`config.mk`:
```
export PLATFORM = sky130hd
export DESIGN_NAME = rtc_date_register_encoder_top
export DESIGN_NICKNAME = d
export VERILOG_FILES = /design/src/rtl/rtcde_pkg.sv /design/src/rtl/rtc_date_register_encoder_top.sv /design/src/rtl/rtcde_weekday.sv
export VERILOG_INCLUDE_DIRS = /design/src /design/src/rtl
export SDC_FILE = /design/constraint.sdc
export NUM_CORES = 1
export LEC_CHECK = 0
export ABC_CLOCK_PERIOD_IN_PS = 8000
export BUFFER_PORTS_ARGS = -buffer_cell sky130_fd_sc_hd__buf_2
export CAP_MARGIN = 20
export CORE_UTILIZATION = 40
export CTS_CLUSTER_SIZE = 14
export DETAILED_ROUTE_END_ITERATION = 10
export GPL_ROUTABILITY_DRIVEN = 1
export PLACE_DENSITY = 0.58
export SETUP_SLACK_MARGIN = 0.3
export SYNTH_ARGS = -nofsm -noshare
export SYNTH_HDL_FRONTEND = slang
export SYNTH_SLANG_ARGS = --single-unit
```
`constraint.sdc`:
```
create_clock -name clk -period 8 [get_ports clk]
set_input_delay 0.8 -clock clk [delete_from_list [all_inputs] [get_ports clk]]
set_output_delay 0.8 -clock clk [all_outputs]
set_load 0.02 [all_outputs]
```
`src/rtl/rtc_date_register_encoder_top_macros.svh`:
```
// ----------------------------------------------------------------------------
// RTC date register encoder assertion macros
// Concurrent check wrappers, empty when synthesized.
// ----------------------------------------------------------------------------
`ifndef RTC_DATE_REGISTER_ENCODER_TOP_MACROS_SVH
`define RTC_DATE_REGISTER_ENCODER_TOP_MACROS_SVH

`ifndef SYNTHESIS
`define RTCDE_ASSERT(lbl, clk, rst_n, prop) \
  lbl: assert property (@(posedge clk) disable iff (!rst_n) (prop)) \
    else $error("rtcde check failed");
`define RTCDE_ASSERT_IMP(lbl, clk, rst_n, ante, cons) \
  lbl: assert property (@(posedge clk) disable iff (!rst_n) (ante) |-> (cons)) \
    else $error("rtcde check failed");
`else
`define RTCDE_ASSERT(lbl, clk, rst_n, prop)
`define RTCDE_ASSERT_IMP(lbl, clk, rst_n, ante, cons)
`endif

`endif

```
`src/rtl/rtcde_pkg.sv`:
```
// ----------------------------------------------------------------------------
// RTC date register encoder package
// Shared constants and conversion functions.
// ----------------------------------------------------------------------------
package rtcde_pkg;

  localparam logic [11:0] CENTURY_YEAR    = 12'd2000;
  localparam logic [3:0]  MONTH_EARLY_MAX = 4'd2;
  localparam logic [2:0]  WEEKDAY_BASE    = 3'd1;

  // (31 * m) / 12 for the March-based month index, by calendar month
  localparam logic [5:0] MONTH_OFF [0:15] = '{
    6'd25, 6'd28, 6'd31, 6'd2,  6'd5,  6'd7,  6'd10, 6'd12,
    6'd15, 6'd18, 6'd20, 6'd23, 6'd25, 6'd28, 6'd31, 6'd33
  };

  function automatic logic [7:0] to_bcd(input logic [6:0] v);
    logic [14:0] p;
    logic [3:0]  t;
    logic [6:0]  d;
    p = {8'd0, v} * 15'd205;
    t = p[14:11];
    d = v - {3'd0, t} * 7'd10;
    return {t, d[3:0]};
  endfunction

  function automatic logic [5:0] div100(input logic [11:0] y);
    logic [24:0] p;
    p = {13'd0, y} * 25'd5243;
    return p[24:19];
  endfunction

  function automatic logic [2:0] mod7(input logic [12:0] s);
    logic [26:0] p;
    logic [9:0]  q;
    logic [12:0] r;
    p = {14'd0, s} * 27'd9363;
    q = p[25:16];
    r = s - {3'd0, q} * 13'd7;
    return r[2:0];
  endfunction

endpackage

```
`src/rtl/rtc_date_register_encoder_top.sv`:
```
// ----------------------------------------------------------------------------
// RTC date register encoder
// The strobe rises together with the result; both come from the result stage.
// Throughput: one item per cycle; busy is high only while in reset.
// Four register stages (input, divide, sum, result) set the latency.
// Reset clears the stage valid bits; no result is pending after reset.
// Results are never held off; each strobes for exactly one cycle.
// ----------------------------------------------------------------------------
`include "rtc_date_register_encoder_top_macros.svh"

module rtc_date_register_encoder_top (
  input  logic        clk,
  input  logic        rst_n,
  input  logic        start,
  output logic        busy,
  input  logic [5:0]  in_seconds,
  input  logic [5:0]  in_minutes,
  input  logic [4:0]  in_hours,
  input  logic [4:0]  in_day_of_month,
  input  logic [3:0]  in_month_number,
  input  logic [11:0] in_full_year,
  output logic        out_strobe,
  output logic [7:0]  out_seconds_bcd,
  output logic [7:0]  out_minutes_bcd,
  output logic [7:0]  out_hours_bcd,
  output logic [2:0]  out_weekday,
  output logic [7:0]  out_date_bcd,
  output logic [7:0]  out_month_century,
  output logic [7:0]  out_year_bcd
);
  import rtcde_pkg::*;

  logic        accept;
  logic        vld0_r;
  logic        vld1_r;
  logic        vld2_r;
  logic        strobe_r;
  logic [5:0]  sec_r;
  logic [5:0]  min_r;
  logic [4:0]  hr_r;
  logic [4:0]  date_r;
  logic [3:0]  month_r;
  logic [11:0] year_r;
  logic [7:0]  s1_sec_r;
  logic [7:0]  s1_min_r;
  logic [7:0]  s1_hr_r;
  logic [7:0]  s1_date_r;
  logic [7:0]  s1_mon_r;
  logic [11:0] s1_year_r;
  logic [5:0]  s1_yq_r;
  logic [7:0]  s2_sec_r;
  logic [7:0]  s2_min_r;
  logic [7:0]  s2_hr_r;
  logic [7:0]  s2_date_r;
  logic [7:0]  s2_mon_r;
  logic [11:0] s2_rem_full;
  logic [6:0]  s2_rem_r;
  logic [7:0]  sec_out_r;
  logic [7:0]  min_out_r;
  logic [7:0]  hr_out_r;
  logic [7:0]  date_out_r;
  logic [7:0]  mon_out_r;
  logic [7:0]  year_out_r;

  assign busy   = !rst_n;
  assign accept = start && !busy;

  always_ff @(posedge clk) begin
    if (!rst_n) begin
      vld0_r   <= 1'b0;
      vld1_r   <= 1'b0;
      vld2_r   <= 1'b0;
      strobe_r <= 1'b0;
    end else begin
      vld0_r   <= accept;
      vld1_r   <= vld0_r;
      vld2_r   <= vld1_r;
      strobe_r <= vld2_r;
    end
  end

  always_ff @(posedge clk) begin
    sec_r   <= in_seconds;
    min_r   <= in_minutes;
    hr_r    <= in_hours;
    date_r  <= in_day_of_month;
    month_r <= in_month_number;
    year_r  <= in_full_year;
  end

  always_ff @(posedge clk) begin
    s1_sec_r  <= to_bcd({1'b0, sec_r});
    s1_min_r  <= to_bcd({1'b0, min_r});
    s1_hr_r   <= to_bcd({2'b0, hr_r});
    s1_date_r <= to_bcd({2'b0, date_r});
    s1_mon_r  <= {(year_r >= CENTURY_YEAR), 7'd0} | to_bcd({3'b0, month_r});
    s1_year_r <= year_r;
    s1_yq_r   <= div100(year_r);
  end

  assign s2_rem_full = s1_year_r - {6'd0, s1_yq_r} * 12'd100;

  always_ff @(posedge clk) begin
    s2_sec_r  <= s1_sec_r;
    s2_min_r  <= s1_min_r;
    s2_hr_r   <= s1_hr_r;
    s2_date_r <= s1_date_r;
    s2_mon_r  <= s1_mon_r;
    s2_rem_r  <= s2_rem_full[6:0];
  end

  always_ff @(posedge clk) begin
    sec_out_r  <= s2_sec_r;
    min_out_r  <= s2_min_r;
    hr_out_r   <= s2_hr_r;
    date_out_r <= s2_date_r;
    mon_out_r  <= s2_mon_r;
    year_out_r <= to_bcd(s2_rem_r);
  end

  rtcde_weekday u_weekday (
    .clk       (clk),
    .date_i    (date_r),
    .month_i   (month_r),
    .year_i    (year_r),
    .weekday_o (out_weekday)
  );

  assign out_strobe        = strobe_r;
  assign out_seconds_bcd   = sec_out_r;
  assign out_minutes_bcd   = min_out_r;
  assign out_hours_bcd     = hr_out_r;
  assign out_date_bcd      = date_out_r;
  assign out_month_century = mon_out_r;
  assign out_year_bcd      = year_out_r;

  `RTCDE_ASSERT_IMP(a_strobe_has_accept, clk, rst_n, out_strobe, $past(accept, 4))
  `RTCDE_ASSERT_IMP(a_accept_gives_strobe, clk, rst_n, accept, ##4 out_strobe)
  `RTCDE_ASSERT_IMP(a_weekday_range, clk, rst_n, out_strobe, (out_weekday >= 3'd1) && (out_weekday <= 3'd7))
  `RTCDE_ASSERT_IMP(a_year_digits, clk, rst_n, out_strobe, (out_year_bcd[7:4] <= 4'd9) && (out_year_bcd[3:0] <= 4'd9))
  `RTCDE_ASSERT_IMP(a_century_bit, clk, rst_n, out_strobe, out_month_century[7] == ($past(in_full_year, 4) >= CENTURY_YEAR))

endmodule

```
`src/rtl/rtcde_weekday.sv`:
```
// ----------------------------------------------------------------------------
// RTC date register encoder weekday pipeline
// Gregorian day of week in three register stages, 1 = Sunday.
// ----------------------------------------------------------------------------
module rtcde_weekday (
  input  logic        clk,
  input  logic [4:0]  date_i,
  input  logic [3:0]  month_i,
  input  logic [11:0] year_i,
  output logic [2:0]  weekday_o
);
  import rtcde_pkg::*;

  logic        early;
  logic [11:0] y_adj;
  logic [4:0]  s1_date_r;
  logic [11:0] s1_y_r;
  logic [5:0]  s1_q100_r;
  logic [5:0]  s1_off_r;
  logic [12:0] s2_sum_nxt;
  logic [12:0] s2_sum_r;
  logic [2:0]  weekday_r;

  always_comb begin
    early = (month_i <= MONTH_EARLY_MAX);
    if (early && (year_i != 12'd0)) begin
      y_adj = year_i - 12'd1;
    end else begin
      y_adj = year_i;
    end
  end

  always_ff @(posedge clk) begin
    s1_date_r <= date_i;
    s1_y_r    <= y_adj;
    s1_q100_r <= div100(y_adj);
    s1_off_r  <= MONTH_OFF[month_i];
  end

  assign s2_sum_nxt = {8'd0, s1_date_r} + {1'b0, s1_y_r} + {3'd0, s1_y_r[11:2]}
                    - {7'd0, s1_q100_r} + {9'd0, s1_q100_r[5:2]} + {7'd0, s1_off_r};

  always_ff @(posedge clk) begin
    s2_sum_r  <= s2_sum_nxt;
    weekday_r <= mod7(s2_sum_r) + WEEKDAY_BASE;
  end

  assign weekday_o = weekday_r;

endmodule
```
==> flow_metrics.tcl <==
set metrics [dict create \
    cts.path.max_buffers 3 \
    hold_path.startpoint "s1_hr_r[3]" \
    via_count 10400 \
    slew_headroom_pct 47.6 \
    syn-mean-instance-area_um2 10.6 \
    rsz0062_at_grt "no" \
    holdPathEnd "s2_hr_r[3]" \
    critPathMaxFanout 12 \
    worst_path_largest_cell_delay_ns 0.63 \
    synth.distinct_cells 62 \
    ys_warn_count 0 \
    cts_buffers 25 \
    wl_per_cell_um 13.3 \
    ys.flop_type "dfxtp_1" \
    synthesis.area_um2 17000 \
    setup_ws_ns 1.07 \
    grt_max_degree 15 \
    reg2reg_depth 23 \
    rows 75 \
    rr_endpoint "u_weekday.s1_q100_r[5]" \
    ff_latch_area_um2 4180 \
    ctsResizeCount 0 \
    grt_first_pass_wirelength_um 52100 \
    maxCapViolations 0 \
    setup_viol 0 \
    hold_viol_final 0 \
    worstPathCellList "inv_1 -> ha_1 -> nand2_1 -> a22oi_4 -> nor2_1 -> nand2_1 -> xnor2_1 -> fa_1 -> inv_1 -> fa_1 -> fa_1 -> inv_1 -> fa_1 -> inv_1 -> fa_1 -> inv_1 -> ha_1 -> nand2_1 -> nor3_1 -> nand3_1 -> a21oi_1 -> o21a_1 -> o311ai_0" \
    antenna_found_initial 0 \
    cts_root_buffer "clkbuf_16" \
    ant_nets 0 \
    dr.pass1.iters 5 \
    fin_worst_skew_ns 0.0123 \
    grt_overflow 0 \
    tightestPinTransition_ns 0.786 \
    drive_gt1_share_pct 8.97 \
    io_pins 94 \
    dp_hpwl_um 25700 \
    antenna_cells 0 \
    fin_crit_ns 6.93 \
    die_width_um 208 \
    final_max_slew_viol_count 0 \
    final_cell_mix "ha_1, inv_1, dfxtp_1, fa_1, buf_2" \
    crit_arrival_ns 7.34 \
    cts_sinks 209 \
    grt_pass1_vias 11100 \
    drc 0 \
    synth_edf_count 0 \
    whs_ns 0.321 \
    syn_to_final_growth_pct 11.5 \
    cp.required_ns 8.41 \
    rrSetupSlack_ns 1.07 \
    die_y_um 208 \
    cp_slowest_cell "xnor2_1" \
    cts_tree "done" \
    finalCritPeriodShare_pct 86.7 \
    dp_cells 2222 \
    outcome "finished clean" \
    endpoint_kind "register" \
    ys_seq_elements 209 \
    grt_util_all_layers_pct 14.7 \
    post_cts_buffers 0 \
    routed_wl_um 30100 \
    clk_latency_ns 0.55 \
    pre_cts_slack_ns 1.05 \
    via_per_inst 4.57 \
    port_buffers 85 \
    nets 2337 \
    setup_tns_ns 0 \
    syn_inst 1600 \
    first_iter_violations 357 \
    holdBufCountCts 0 \
    start_util_pct 40.6 \
    hold_depth 0 \
    coreArea_um2 41900 \
    critical_path_class "reg -> reg" \
    fill_cells 4000 \
    multi_input_area_um2 11200 \
    mostFrequentLayoutCell "ha_1" \
    timing.rr.start "month_r[2]" \
    hp-class "reg -> reg" \
    startpoint_type "register" \
    gp_congestion 0.827 \
    async_reset_ff_share_pct 0 \
    max_freq_mhz 144 \
    cts.htree.levels 1 \
    layout.cells.non_filler 2267 \
    seq_area_frac_synth_pct 24.6 \
    clk_pin_slew_ns 0.06 \
    die_area_um2 43400 \
]
==> routing by layer <==
metal	wire (um)	up-vias	track usage [%]
li1	-	5342	-
met1	14200	4887	18.7
met2	14400	99	25.9
met3	1100	28	2.46
met4	438	0	3.24
met5	0	-	0
==> worst max-delay path, delay by kind of cell, from the launching register on <==
kind	cells	cell delay, ns
AO/OA/AOI/OAI	4	0.85
XOR/XNOR	1	0.63
adder cells (fa/ha/maj)	7	3.15
buffers and inverters	5	0.49
flip-flops	1	0.58
AND/OR/NAND/NOR	6	1.06
==> registers in the layout (all words and copies together) (netlist names), 6 cells and up <==
register             flops
s1_min_r                 7
out_month_century        6
s2_date_r                6
s1_mon_r                 6
s1_sec_r                 7
s2_sec_r                 7
u_weekday.s2_sum_r      13
s1_hr_r                  6
out_seconds_bcd          7
out_minutes_bcd          7
s2_mon_r                 6
s2_rem_r                 7
min_r                    6
u_weekday.s1_q100_r      6
out_date_bcd             6
s2_hr_r                  6
s1_year_r                7
year_r                  12
u_weekday.s1_y_r        12
out_hours_bcd            6
sec_r                    6
u_weekday.s1_off_r       6
out_year_bcd             8
s2_min_r                 7
==> Yosys cell counts (all sizes together), types with 7 or more instances <==
cell	n	area (um^2)
dfxtp	209	4180
nor3	17	85.1
a21o	10	75.1
a211oi	8	60.1
a21oi	35	175
xor2	20	175
and2	7	46.3
buf	9	65.1
inv	417	1570
ha	421	5270
o21ai	26	130
o21a	9	67.6
nand4	8	50.1
fa	165	3300
nand3	11	55.1
nand2	26	97.6
or2	13	81.3
xnor2	67	594
nor2	27	101
==> logic make-up (layout without fill, tap and decap cells) <==
logic type                 after synthesis  in the layout  share of synthesized area (%)
other                                    1              8                         0.0220
AOI/OAI and AO/OA                      137            137                           5.61
xor gates and xnor gates                88             88                           4.65
and+or+nand+nor                        146            146                           4.74
muxes                                    5              5                          0.441
adders and majority gates              586            586                           50.3
buffers and inverters                  428            549                           9.62
DFF                                    209            209                           24.6
==> through the flow <==
step / utilization (%) / instance area, um^2
2_1_floorplan: - / 17100
3_3_place_gp: 43.1 / 18100
3_5_place_dp: 43.1 / 18100
4_1_cts: 45.2 / 19000
5_1_grt: 45.2 / 19000
6_report: 45.2 / 19000
==> area by class of cell <==
class / count / area share [%]
multi-input combinational: 970 / 59.2
sequential: 209 / 22.0
inverter: 417 / 8.25
tap: 539 / 3.55
clock buffer: 26 / 3.37
timing repair buffer: 87 / 2.32
clock inverter: 19 / 1.30
==> how the worst max path moves through the flow <==
stage / from / to / slack, ns / cells past startpoint
floorplan: month_r[3] / u_weekday.s1_q100_r[5] / 1.82 / 24
global placement: month_r[2] / u_weekday.s1_q100_r[5] / 1.22 / 23
detailed placement: month_r[2] / u_weekday.s1_q100_r[5] / 1.05 / 23
CTS: month_r[2] / u_weekday.s1_q100_r[5] / 1.00 / 23
global route: month_r[2] / u_weekday.s1_q100_r[3] / 0.37 / 23
finish: month_r[2] / u_weekday.s1_q100_r[5] / 1.07 / 23
Power is left out: the tool's default activity adds up to more than one toggle a clock period on the data nets, which glitch-free logic cannot reach.
